$ cat config.mk
export PLATFORM = sky130hd
export DESIGN_NAME = ascii_ball_frame_parser
export DESIGN_NICKNAME = d
export VERILOG_FILES = /design/src/design/abfp_pkg.sv /design/src/design/abfp_line_step.sv /design/src/design/abfp_record.sv /design/src/design/ascii_ball_frame_parser.sv
export SDC_FILE = /design/constraint.sdc
export NUM_CORES = 1
export LEC_CHECK = 0
export BUFFER_PORTS_ARGS = -buffer_cell sky130_fd_sc_hd__buf_2
export CAP_MARGIN = 15
export CORE_AREA = 8 8 195 234
export DETAILED_ROUTE_END_ITERATION = 12
export DIE_AREA = 0 0 203 242
export GPL_TIMING_DRIVEN = 0
export PLACE_DENSITY_LB_ADDON = 0.12
export SLEW_MARGIN = 15
export SYNTH_ARGS = -nofsm -noshare
export SYNTH_HDL_FRONTEND = slang
export SYNTH_SLANG_ARGS = --single-unit
$ cat constraint.sdc
create_clock -name clk -period 5.38 [get_ports clk]
set_input_delay 0.538 -clock clk [delete_from_list [all_inputs] [get_ports clk]]
set_output_delay 0.538 -clock clk [all_outputs]
set_load 0.01 [all_outputs]
$ cat src/design/abfp_pkg.sv
// Shared types, character codes and helpers for the ball frame parser.
package abfp_pkg;

	// Field counts and widths
	localparam int unsigned FIELD_COUNT = 7;
	localparam int unsigned IDX_W = 3;
	localparam int unsigned VAL_W = 16;

	// Character codes
	localparam logic [7:0] CH_B     = 8'h42;
	localparam logic [7:0] CH_A     = 8'h41;
	localparam logic [7:0] CH_L     = 8'h4C;
	localparam logic [7:0] CH_COMMA = 8'h2C;
	localparam logic [7:0] CH_MINUS = 8'h2D;
	localparam logic [7:0] CH_ZERO  = 8'h30;
	localparam logic [7:0] CH_NINE  = 8'h39;
	localparam logic [7:0] CH_CR    = 8'h0D;
	localparam logic [7:0] CH_LF    = 8'h0A;
	localparam logic [7:0] CH_NUL   = 8'h00;

	// Magnitude limits for a signed 16-bit decimal
	localparam logic [19:0] LIMIT_POS = 20'd32767;
	localparam logic [19:0] LIMIT_NEG = 20'd32768;

	// Result status codes
	typedef enum logic [1:0] {
		ST_FRAME      = 2'd0,
		ST_PARSE_FAIL = 2'd1,
		ST_TOO_LONG   = 2'd2
	} status_t;

	// Parse phases within a line
	typedef enum logic [2:0] {
		PH_B           = 3'd0,
		PH_A           = 3'd1,
		PH_L1          = 3'd2,
		PH_L2          = 3'd3,
		PH_COMMA       = 3'd4,
		PH_FIELD_START = 3'd5,
		PH_AFTER_MINUS = 3'd6,
		PH_DIGITS      = 3'd7
	} phase_t;

	// Input item
	typedef struct packed {
		logic [7:0]  rx_byte;
		logic [31:0] time_ms;
	} in_item_t;

	// Published record and counters as seen on the output
	typedef struct packed {
		logic              target_valid;
		logic signed [15:0] x_pos;
		logic signed [15:0] err_m11;
		logic signed [15:0] err_m5;
		logic signed [15:0] err_zero;
		logic signed [15:0] err_p5;
		logic signed [15:0] err_p11;
		logic [31:0]       stamp_ms;
		logic [31:0]       frames_seen;
		logic [31:0]       errors_seen;
	} pub_view_t;

	// Result item
	typedef struct packed {
		logic [1:0]        status;
		logic              target_valid;
		logic signed [15:0] x_pos;
		logic signed [15:0] err_m11;
		logic signed [15:0] err_m5;
		logic signed [15:0] err_zero;
		logic signed [15:0] err_p5;
		logic signed [15:0] err_p11;
		logic [31:0]       stamp_ms;
		logic [31:0]       frames_seen;
		logic [31:0]       errors_seen;
	} out_item_t;

	// Per-line parse state
	typedef struct packed {
		phase_t           phase;
		logic             neg_sign;
		logic [VAL_W-1:0] magnitude;
		logic             line_bad;
		logic             text_ended;
		logic [IDX_W-1:0] field_idx;
	} line_state_t;

	localparam line_state_t LINE_CLEAR = '{
		phase: PH_B, neg_sign: 1'b0, magnitude: '0,
		line_bad: 1'b0, text_ended: 1'b0, field_idx: '0
	};

	// Field store write request
	typedef struct packed {
		logic             we;
		logic [IDX_W-1:0] idx;
		logic [VAL_W-1:0] value;
	} field_wr_t;

	// Record update request
	typedef struct packed {
		logic                              publish;
		logic                              bump_err;
		logic [FIELD_COUNT-1:0][VAL_W-1:0] vals;
		logic [31:0]                       stamp;
	} rec_upd_t;

	// Two's complement value of the field being parsed
	function automatic logic [VAL_W-1:0] cur_value(input logic neg, input logic [VAL_W-1:0] mag);
		cur_value = neg ? (VAL_W'(0) - mag) : mag;
	endfunction

endpackage

$ cat src/design/abfp_line_step.sv
// One-byte step of the per-line parser: header, separators and decimal fields.
module abfp_line_step (
	input  logic [7:0]          rx_byte,
	input  abfp_pkg::line_state_t cur,
	output abfp_pkg::line_state_t nxt,
	output abfp_pkg::field_wr_t   fwr
);

	logic        is_digit;
	logic [3:0]  digit;
	logic        eff_neg;
	logic [15:0] eff_mag;
	logic [19:0] prod;
	logic [19:0] limit;
	logic        over;

	// Digit accumulate with overflow check
	always_comb begin
		is_digit = (rx_byte >= abfp_pkg::CH_ZERO) && (rx_byte <= abfp_pkg::CH_NINE);
		digit    = 4'(rx_byte - abfp_pkg::CH_ZERO);
		eff_neg  = (cur.phase == abfp_pkg::PH_FIELD_START) ? 1'b0 : cur.neg_sign;
		eff_mag  = (cur.phase == abfp_pkg::PH_FIELD_START) ? 16'd0 : cur.magnitude;
		prod     = {1'b0, eff_mag, 3'b000} + {3'b000, eff_mag, 1'b0} + {16'd0, digit};
		limit    = eff_neg ? abfp_pkg::LIMIT_NEG : abfp_pkg::LIMIT_POS;
		over     = prod > limit;
	end

	// Phase transitions
	always_comb begin
		nxt = cur;
		fwr = '0;
		unique case (cur.phase) inside
			abfp_pkg::PH_B: begin
				if (rx_byte == abfp_pkg::CH_B) nxt.phase = abfp_pkg::PH_A;
				else nxt.line_bad = 1'b1;
			end
			abfp_pkg::PH_A: begin
				if (rx_byte == abfp_pkg::CH_A) nxt.phase = abfp_pkg::PH_L1;
				else nxt.line_bad = 1'b1;
			end
			abfp_pkg::PH_L1: begin
				if (rx_byte == abfp_pkg::CH_L) nxt.phase = abfp_pkg::PH_L2;
				else nxt.line_bad = 1'b1;
			end
			abfp_pkg::PH_L2: begin
				if (rx_byte == abfp_pkg::CH_L) nxt.phase = abfp_pkg::PH_COMMA;
				else nxt.line_bad = 1'b1;
			end
			abfp_pkg::PH_COMMA: begin
				if (rx_byte == abfp_pkg::CH_COMMA) begin
					nxt.phase     = abfp_pkg::PH_FIELD_START;
					nxt.field_idx = '0;
				end else begin
					nxt.line_bad = 1'b1;
				end
			end
			abfp_pkg::PH_FIELD_START, abfp_pkg::PH_AFTER_MINUS: begin
				nxt.neg_sign  = eff_neg;
				nxt.magnitude = eff_mag;
				if (cur.phase == abfp_pkg::PH_FIELD_START && rx_byte == abfp_pkg::CH_MINUS) begin
					nxt.neg_sign = 1'b1;
					nxt.phase    = abfp_pkg::PH_AFTER_MINUS;
				end else if (is_digit && !over) begin
					nxt.magnitude = prod[15:0];
					nxt.phase     = abfp_pkg::PH_DIGITS;
				end else begin
					nxt.line_bad = 1'b1;
				end
			end
			abfp_pkg::PH_DIGITS: begin
				if (is_digit) begin
					if (over) begin
						nxt.line_bad = 1'b1;
					end else begin
						nxt.magnitude = prod[15:0];
					end
				end else if (rx_byte == abfp_pkg::CH_COMMA &&
						cur.field_idx < abfp_pkg::IDX_W'(abfp_pkg::FIELD_COUNT - 1)) begin
					// close this field and move to the next
					fwr.we        = 1'b1;
					fwr.idx       = cur.field_idx;
					fwr.value     = abfp_pkg::cur_value(cur.neg_sign, cur.magnitude);
					nxt.field_idx = cur.field_idx + abfp_pkg::IDX_W'(1);
					nxt.phase     = abfp_pkg::PH_FIELD_START;
				end else begin
					nxt.line_bad = 1'b1;
				end
			end
			default: nxt.line_bad = 1'b1;
		endcase
	end

endmodule

$ cat src/design/abfp_record.sv
// Published frame record, timestamp and the frame and error counters.
module abfp_record (
	input  logic                clk,
	input  logic                arst_n,
	input  abfp_pkg::rec_upd_t  upd,
	output abfp_pkg::pub_view_t view_next
);

	logic                    valid_q;
	logic [15:0]             vals_q [1:abfp_pkg::FIELD_COUNT-1];
	logic [31:0]             stamp_q;
	logic [31:0]             frames_q;
	logic [31:0]             errors_q;
	logic [31:0]             frames_inc;

	// Next record and counters
	always_comb begin
		frames_inc = frames_q + 32'd1;
		if (frames_inc == 32'd0) frames_inc = 32'd1;
		view_next.target_valid = valid_q;
		view_next.x_pos        = vals_q[1];
		view_next.err_m11      = vals_q[2];
		view_next.err_m5       = vals_q[3];
		view_next.err_zero     = vals_q[4];
		view_next.err_p5       = vals_q[5];
		view_next.err_p11      = vals_q[6];
		view_next.stamp_ms     = stamp_q;
		view_next.frames_seen  = frames_q;
		view_next.errors_seen  = errors_q;
		if (upd.publish) begin
			view_next.target_valid = upd.vals[0][0];
			view_next.x_pos        = upd.vals[1];
			view_next.err_m11      = upd.vals[2];
			view_next.err_m5       = upd.vals[3];
			view_next.err_zero     = upd.vals[4];
			view_next.err_p5       = upd.vals[5];
			view_next.err_p11      = upd.vals[6];
			view_next.stamp_ms     = upd.stamp;
			view_next.frames_seen  = frames_inc;
		end
		if (upd.bump_err) view_next.errors_seen = errors_q + 32'd1;
	end

	// Record registers
	always_ff @(posedge clk or negedge arst_n) begin
		if (!arst_n) begin
			valid_q  <= 1'b0;
			vals_q[1] <= 16'hFFFF;
			for (int i = 2; i < abfp_pkg::FIELD_COUNT; i++) vals_q[i] <= 16'd0;
			stamp_q  <= '0;
			frames_q <= '0;
			errors_q <= '0;
		end else begin
			valid_q   <= view_next.target_valid;
			vals_q[1] <= view_next.x_pos;
			vals_q[2] <= view_next.err_m11;
			vals_q[3] <= view_next.err_m5;
			vals_q[4] <= view_next.err_zero;
			vals_q[5] <= view_next.err_p5;
			vals_q[6] <= view_next.err_p11;
			stamp_q   <= view_next.stamp_ms;
			frames_q  <= view_next.frames_seen;
			errors_q  <= view_next.errors_seen;
		end
	end

endmodule

$ cat src/design/ascii_ball_frame_parser.sv
// Top level of the streaming parser for BALL text lines.
//
// Parses "BALL,v,x,e1,e2,e3,e4,e5" lines one byte per item. Each accepted byte
// is held in an input register and processed once the result register can move;
// any result (frame published, parse failure, or line too long) lands in the output
// register at the end of the cycle in which its line feed or overlong byte is
// processed. The block takes one byte every cycle while results are drained; a held
// result stalls only once the input register is also full.
// Carriage returns are ignored; a zero byte ends the parsable text of a line.
// Lines longer than LINE_BUF_SIZE-1 bytes give a too-long result and are dropped
// up to the next line feed. No clearing pass is needed after reset.
module ascii_ball_frame_parser #(
	parameter int LINE_BUF_SIZE = 64
) (
	input  logic                clk,
	input  logic                arst_n,
	input  logic                in_valid,
	output logic                in_ready,
	input  abfp_pkg::in_item_t  in_item,
	output logic                out_valid,
	input  logic                out_ready,
	output abfp_pkg::out_item_t out_item
);

	localparam int CW = $clog2(LINE_BUF_SIZE);

	abfp_pkg::in_item_t    item_s1;
	logic                  valid_s1;
	logic                  advance;
	logic                  fire;

	logic                  dropping_q, dropping_d;
	logic [CW-1:0]         char_count_q, char_count_d;
	abfp_pkg::line_state_t line_q, line_d, line_step;
	abfp_pkg::field_wr_t   fwr_step, fwr;
	logic [15:0]           field_vals_q [abfp_pkg::FIELD_COUNT];
	abfp_pkg::rec_upd_t    upd;
	abfp_pkg::pub_view_t   view_next;
	logic                  emit;
	abfp_pkg::status_t     status;
	logic                  line_ok;
	logic [7:0]            c;

	// Handshake: input register frees whenever the result register can move
	assign advance  = !out_valid || out_ready;
	assign in_ready = !valid_s1 || advance;
	assign fire     = valid_s1 && advance;

	always_ff @(posedge clk or negedge arst_n) begin
		if (!arst_n) begin
			valid_s1 <= 1'b0;
		end else if (in_ready) begin
			valid_s1 <= in_valid;
		end
	end

	always_ff @(posedge clk) begin
		if (in_ready && in_valid) item_s1 <= in_item;
	end

	abfp_line_step u_step (
		.rx_byte (item_s1.rx_byte),
		.cur     (line_q),
		.nxt     (line_step),
		.fwr     (fwr_step)
	);

	// Line control: CR, LF, dropping and the length limit
	always_comb begin
		c            = item_s1.rx_byte;
		line_d       = line_q;
		char_count_d = char_count_q;
		dropping_d   = dropping_q;
		fwr          = '0;
		emit         = 1'b0;
		status       = abfp_pkg::ST_FRAME;
		upd          = '0;
		upd.stamp    = item_s1.time_ms;
		for (int i = 0; i < abfp_pkg::FIELD_COUNT - 1; i++) upd.vals[i] = field_vals_q[i];
		upd.vals[abfp_pkg::FIELD_COUNT-1] =
			abfp_pkg::cur_value(line_q.neg_sign, line_q.magnitude);
		line_ok = !line_q.line_bad && line_q.phase == abfp_pkg::PH_DIGITS &&
			line_q.field_idx == abfp_pkg::IDX_W'(abfp_pkg::FIELD_COUNT - 1) &&
			field_vals_q[0] <= 16'd1;
		if (fire) begin
			if (c == abfp_pkg::CH_CR) begin
				// ignored
			end else if (c == abfp_pkg::CH_LF) begin
				line_d       = abfp_pkg::LINE_CLEAR;
				char_count_d = '0;
				if (dropping_q) begin
					dropping_d = 1'b0;
				end else begin
					emit         = 1'b1;
					status       = line_ok ? abfp_pkg::ST_FRAME : abfp_pkg::ST_PARSE_FAIL;
					upd.publish  = line_ok;
					upd.bump_err = !line_ok;
				end
			end else if (dropping_q) begin
				// rest of an overlong line
			end else if (char_count_q == CW'(LINE_BUF_SIZE - 1)) begin
				line_d       = abfp_pkg::LINE_CLEAR;
				char_count_d = '0;
				dropping_d   = 1'b1;
				emit         = 1'b1;
				status       = abfp_pkg::ST_TOO_LONG;
				upd.bump_err = 1'b1;
			end else begin
				char_count_d = char_count_q + CW'(1);
				if (!line_q.text_ended && !line_q.line_bad) begin
					if (c == abfp_pkg::CH_NUL) begin
						line_d.text_ended = 1'b1;
					end else begin
						line_d = line_step;
						fwr    = fwr_step;
					end
				end
			end
		end
	end

	// Line state registers
	always_ff @(posedge clk or negedge arst_n) begin
		if (!arst_n) begin
			dropping_q   <= 1'b0;
			char_count_q <= '0;
			line_q       <= abfp_pkg::LINE_CLEAR;
		end else begin
			dropping_q   <= dropping_d;
			char_count_q <= char_count_d;
			line_q       <= line_d;
		end
	end

	// Field store, written as each comma closes a field
	always_ff @(posedge clk) begin
		if (fwr.we) field_vals_q[fwr.idx] <= fwr.value;
	end

	abfp_record u_record (
		.clk       (clk),
		.arst_n    (arst_n),
		.upd       (upd),
		.view_next (view_next)
	);

	// Result register
	always_ff @(posedge clk or negedge arst_n) begin
		if (!arst_n) begin
			out_valid <= 1'b0;
		end else if (advance) begin
			out_valid <= emit;
		end
	end

	always_ff @(posedge clk) begin
		if (emit) begin
			out_item.status       <= status;
			out_item.target_valid <= view_next.target_valid;
			out_item.x_pos        <= view_next.x_pos;
			out_item.err_m11      <= view_next.err_m11;
			out_item.err_m5       <= view_next.err_m5;
			out_item.err_zero     <= view_next.err_zero;
			out_item.err_p5       <= view_next.err_p5;
			out_item.err_p11      <= view_next.err_p11;
			out_item.stamp_ms     <= view_next.stamp_ms;
			out_item.frames_seen  <= view_next.frames_seen;
			out_item.errors_seen  <= view_next.errors_seen;
		end
	end

endmodule

==> summary.md <==
The flow ran to the end, and the final reports show no timing, DRC or antenna violations. The number of DRC markers after the initial detailed-route iteration is 847, and the number of distinct standard cells referenced by the synthesized netlist is 81. Layer carrying the most global-route usage: met2.

The count of nets left with antenna violations once routing finished came out at 0. For the worst setup path, the data arrival time is 5640 ps. The xor and xnor fraction of the mapped netlist area was 3.67%. The cell family with the largest share of critical-path delay was compound AO/OA/AOI/OAI gates. The area of the core was 42100 um^2; the width of the chip was 203 um. The maximum fanout along the worst path was 11. CTS placed an instance of sky130_fd_sc_hd__clkbuf_16 at the clock tree root.

The type of the worst min-delay path was primary input to register. Counting both buffers and inverters, the worst setup path holds a total of 2. The share of the synthesized area in compound gates (AO/OA/AOI/OAI) was 5.89%; the relative area change from synthesis to final layout was 19.2%. TritonCTS built the clock tree. Pin placement for this block handled 241 I/O pins. For met1 alone, demand over resource in global routing was 24.9%. At the pin with the least slew margin, the transition time is 929 ps. The number of max-slew violations in the final report was 0. STA classifies the critical path endpoint as a register.

Once routing completed, OpenROAD measured the worst setup slack at 212 ps. For this configuration, the core starts out at a cell density of 52.2%. The total of buffers placed on input and output ports was 240.

By area, the combinational part of the netlist is dominated by simple AND/OR/NAND/NOR gates. Once detailed placement completed, the half-perimeter wirelength came to 34700 um. The number of endpoints with negative hold slack in the final report was 0; the antenna diode instance count was 0. The type of origin of the critical path is a register. The proportion of synthesized flip-flops having asynchronous set or reset is 40.7%, and the number of clock sinks is 558. The tools report the overall global routing resource usage as 19.8%. The average wire per cell in the routed design is 19.0 um, and the clock-pin slew on the worst setup and hold paths is 60 ps. Power spread over the standard cell area amounts to 327 nW/um^2.

Subtracting the final worst setup slack from the clock period gives 5170 ps. The number of flops mapped to enable cells by yosys came out at 331. After global routing the overflow that remains totals 0. The tools report the maximum buffer depth of the clock tree as 3.

The largest total area in the synthesized netlist belongs to sky130_fd_sc_hd__edfxtp_1. The max-cap violation count came out at 0. Synthesis produced a netlist with a net count of 1757. The congestion estimate from routability-driven global placement came to 0.869.

The number of vias after detailed routing was 13.7k; the area share of and/or/nand/nor cells after synthesis was 14.1%. In this run, CTS created clock tree buffers numbering 53. Headroom to the max-slew limit came out at 37.6%. The level count of the clock H-tree is 2, and the total routed wirelength is 48900 um. The worst setup timing slack at the placement stage is -833 ps, and the count of synthesis-stage warnings from yosys is 0. For the worst-skew pair later-pin latency, the log shows 600 ps. The post-route cell area came out at 26200 um^2. The worst setup path is of the register to register kind. The initial antenna violation count came out at 0. The number of fill cells is 3341, and the fraction of final layout cells sized beyond drive strength 1 is 21.9%.

For this run, the slowest stage of the critical path takes 530 ps. Hold is met by 113 ps. A synthesized cell averages 13.3 um^2.

Dividing the final minimum period by the clock period gives 96.1%. The logs give 5850 ps for the required time of the critical path and 2462 for the placed cell count. After synthesis, the cell types taking the most area are sky130_fd_sc_hd__edfxtp_1 45%, sky130_fd_sc_hd__dfrtp_1 24%, sky130_fd_sc_hd__nand2_1 7.4%. Worst voltage drop across the vdd grid: 0.000304 V. The cell with the most instances after synthesis was sky130_fd_sc_hd__nand2_1. The pin count of the biggest net entering global routing was 88; the area of the mapped netlist was 21900 um^2. By count the netlist is led by 430 x sky130_fd_sc_hd__nand2_1, 331 x sky130_fd_sc_hd__edfxtp_1, 211 x sky130_fd_sc_hd__dfrtp_1, 62 x sky130_fd_sc_hd__xnor2_1, 58 x sky130_fd_sc_hd__nor2_1. The total die area was 49100 um^2; the mux contribution to synthesized area was 0.296%. The clock arrives with 20.7 ps of skew. Summing all placed instances gives a cell area of 24100 um^2. The slowest stage of the critical path belongs to the cell sky130_fd_sc_hd__or4_4.

The number of flip-flops and latches in the synthesized netlist works out to 558. The via count of the first global-routing pass is 13.9k, and the final-layout setup total negative slack is 0 ps. Summed over all cells, the static leakage comes to 11.8 nW.

Global routing consumed, on the met3 layer, 4.09% of the routing resources. The first global-routing pass estimated 76900 um of wire. In the synthesized netlist, the number of instances is 1655.

The mean number of vias per cell was 5.32; the DRC violation count after routing was 0. The area share of fa/ha/maj cells after synthesis came out at 3.34%. Global routing consumed, on the met2 layer, 33.8% of the routing resources. Leaving out filler cells and counting taps, the final layout contains 2571. In this run the vertical extent of the chip is 242 um. Setup violations remaining at the end of the flow were counted as 0. For this run, the top clock speed supported by timing is 0.194 GHz. The portion of the post-synthesis area used by sequential elements was 71.3%.

For this run, the leading register cell type out of synthesis is sky130_fd_sc_hd__edfxtp_1. The first detailed-routing pass took 5 iterations. The area fraction of the dominant cell type after synthesis is 45.3%, and the layout net count is 2077. Number of placement rows: 83.
metrics by stage:
stage | total power, mW | utilization [%]
2_1_floorplan | 4.82 | -
3_3_place_gp | 4.92 | 56.7
3_5_place_dp | 4.93 | 57.4
4_1_cts | 8.64 | 61.8
5_1_grt | 8.85 | 62.2
6_report | 8.55 | 62.2
path summary, 6_finish.rpt:
kind / from / to / slack, ps / depth (start not counted)
worst min-delay path: in_item[10] / item_s1[10]$_DFFE_PP_ / 110 / 1
worst max-delay path: line_q[23]$_DFFE_PN0P_ / line_q[17]$_DFFE_PN0P_ / 210 / 25
max in group asynchronous: arst_n / u_record.stamp_q[24]$_DFF_PN0_ / 4070 / 3
worst min register to register: item_s1[3]$_DFFE_PP_ / u_record.stamp_q[3]$_DFF_PN0_ / 460 / 2
min in group asynchronous: arst_n / u_record.frames_q[8]$_DFF_PN0_ / 460 / 2
worst max register to register: line_q[23]$_DFFE_PN0P_ / line_q[17]$_DFFE_PN0P_ / 210 / 25
report_power, final:
group | total (mW) | switching [mW] | internal [mW]
Combinational | 0.230 | 0.145 | 0.0846
Clock | 3.70 | 1.56 | 2.13
Sequential | 4.62 | 0.0483 | 4.58
cell families (layout without fill, tap and decap cells):
kind of cell             Yosys count  count (layout)
AND/OR/NAND/NOR                  682             682
flip-flops                       558             558
AO/OA/AOI/OAI                    185             185
XOR/XNOR                          92              92
buffers and inverters             74             438
adder cells (fa/ha/maj)           58              58
multiplexers                       6               6
worst register-to-register path, cell delays in order (launching register included):
cell	delay [ps]
sky130_fd_sc_hd__dfrtp_1	400
sky130_fd_sc_hd__inv_2	70
sky130_fd_sc_hd__ha_4	180
sky130_fd_sc_hd__nand2_8	100
sky130_fd_sc_hd__nand2_2	90
sky130_fd_sc_hd__xnor2_2	210
sky130_fd_sc_hd__ha_4	230
sky130_fd_sc_hd__ha_1	310
sky130_fd_sc_hd__a211oi_2	230
sky130_fd_sc_hd__nor2_2	90
sky130_fd_sc_hd__o21ai_2	150
sky130_fd_sc_hd__nor2b_4	170
sky130_fd_sc_hd__nor2b_1	50
sky130_fd_sc_hd__o21a_1	160
sky130_fd_sc_hd__or2_2	300
sky130_fd_sc_hd__xnor2_2	150
sky130_fd_sc_hd__ha_1	310
sky130_fd_sc_hd__a211oi_2	180
sky130_fd_sc_hd__nor2_1	90
sky130_fd_sc_hd__or4_4	530
sky130_fd_sc_hd__a21oi_4	170
sky130_fd_sc_hd__o211ai_4	140
sky130_fd_sc_hd__a21oi_2	230
sky130_fd_sc_hd__o21ai_4	90
sky130_fd_sc_hd__buf_6	160
sky130_fd_sc_hd__a22o_1	230
state kept, by name, summed over array words and instances, names as in the netlist:
signal	cells
c	8
char_count_q	6
dropping_q	1
field_vals_q	96
item_s1	32
line_q	25
out_item	195
out_valid	1
u_record.errors_q	32
u_record.frames_q	32
u_record.stamp_q	32
u_record.valid_q	1
u_record.vals_q	96
valid_s1	1
metal layers:
metal / up-vias / wire (um) / share of wire (%)
met5: - / 0 / 0
met4: 0 / 1470 / 3.0
met3: 87 / 2530 / 5.2
met2: 348 / 24500 / 50
met1: 6690 / 20400 / 42
li1: 6544 / - / -
cells in the final DEF (no fill, tap or decap), types with 11 or more instances in the layout:
cell / Yosys / final
sky130_fd_sc_hd__and3_1: 24 / 24
sky130_fd_sc_hd__buf_2: 5 / 246
sky130_fd_sc_hd__nor4_1: 14 / 11
sky130_fd_sc_hd__nand3_1: 38 / 38
sky130_fd_sc_hd__dfstp_2: 16 / 16
sky130_fd_sc_hd__a22o_1: 18 / 18
sky130_fd_sc_hd__a21oi_1: 30 / 25
sky130_fd_sc_hd__edfxtp_1: 331 / 331
sky130_fd_sc_hd__o21ai_0: 57 / 53
sky130_fd_sc_hd__nand4_1: 31 / 31
sky130_fd_sc_hd__nor3_1: 16 / 12
sky130_fd_sc_hd__xnor2_1: 62 / 59
sky130_fd_sc_hd__clkbuf_1: 33 / 42
sky130_fd_sc_hd__nand2_1: 430 / 428
sky130_fd_sc_hd__inv_1: 22 / 20
sky130_fd_sc_hd__nor2_1: 58 / 56
sky130_fd_sc_hd__and2_1: 18 / 17
sky130_fd_sc_hd__dfrtp_1: 211 / 210
sky130_fd_sc_hd__buf_4: 2 / 15
sky130_fd_sc_hd__ha_1: 57 / 52
sky130_fd_sc_hd__xor2_1: 30 / 30
sky130_fd_sc_hd__clkbuf_16: 0 / 54
timing repair:
item	CTS	global route
resized for setup	15	30
setup endpoints to repair	20	20
hold endpoints to repair	43	0
pin swaps	3	14
setup buffers	4	7
hold buffers	1	0
cell type report:
| class | count | area (um^2) | share of cell area (%) |
|---|---|---|---|
| plain buffers | 50 | 219 | 0.837 |
| clock buffers | 76 | 1530 | 5.86 |
| clock inverters | 23 | 216 | 0.828 |
| inverters | 22 | 86.3 | 0.330 |
| multi-input cells | 1023 | 6220 | 23.8 |
| flip-flops and latches | 558 | 15600 | 59.8 |
| well taps | 552 | 691 | 2.64 |
| repair buffers | 267 | 1540 | 5.90 |
Power figures use the tool's default switching activity.
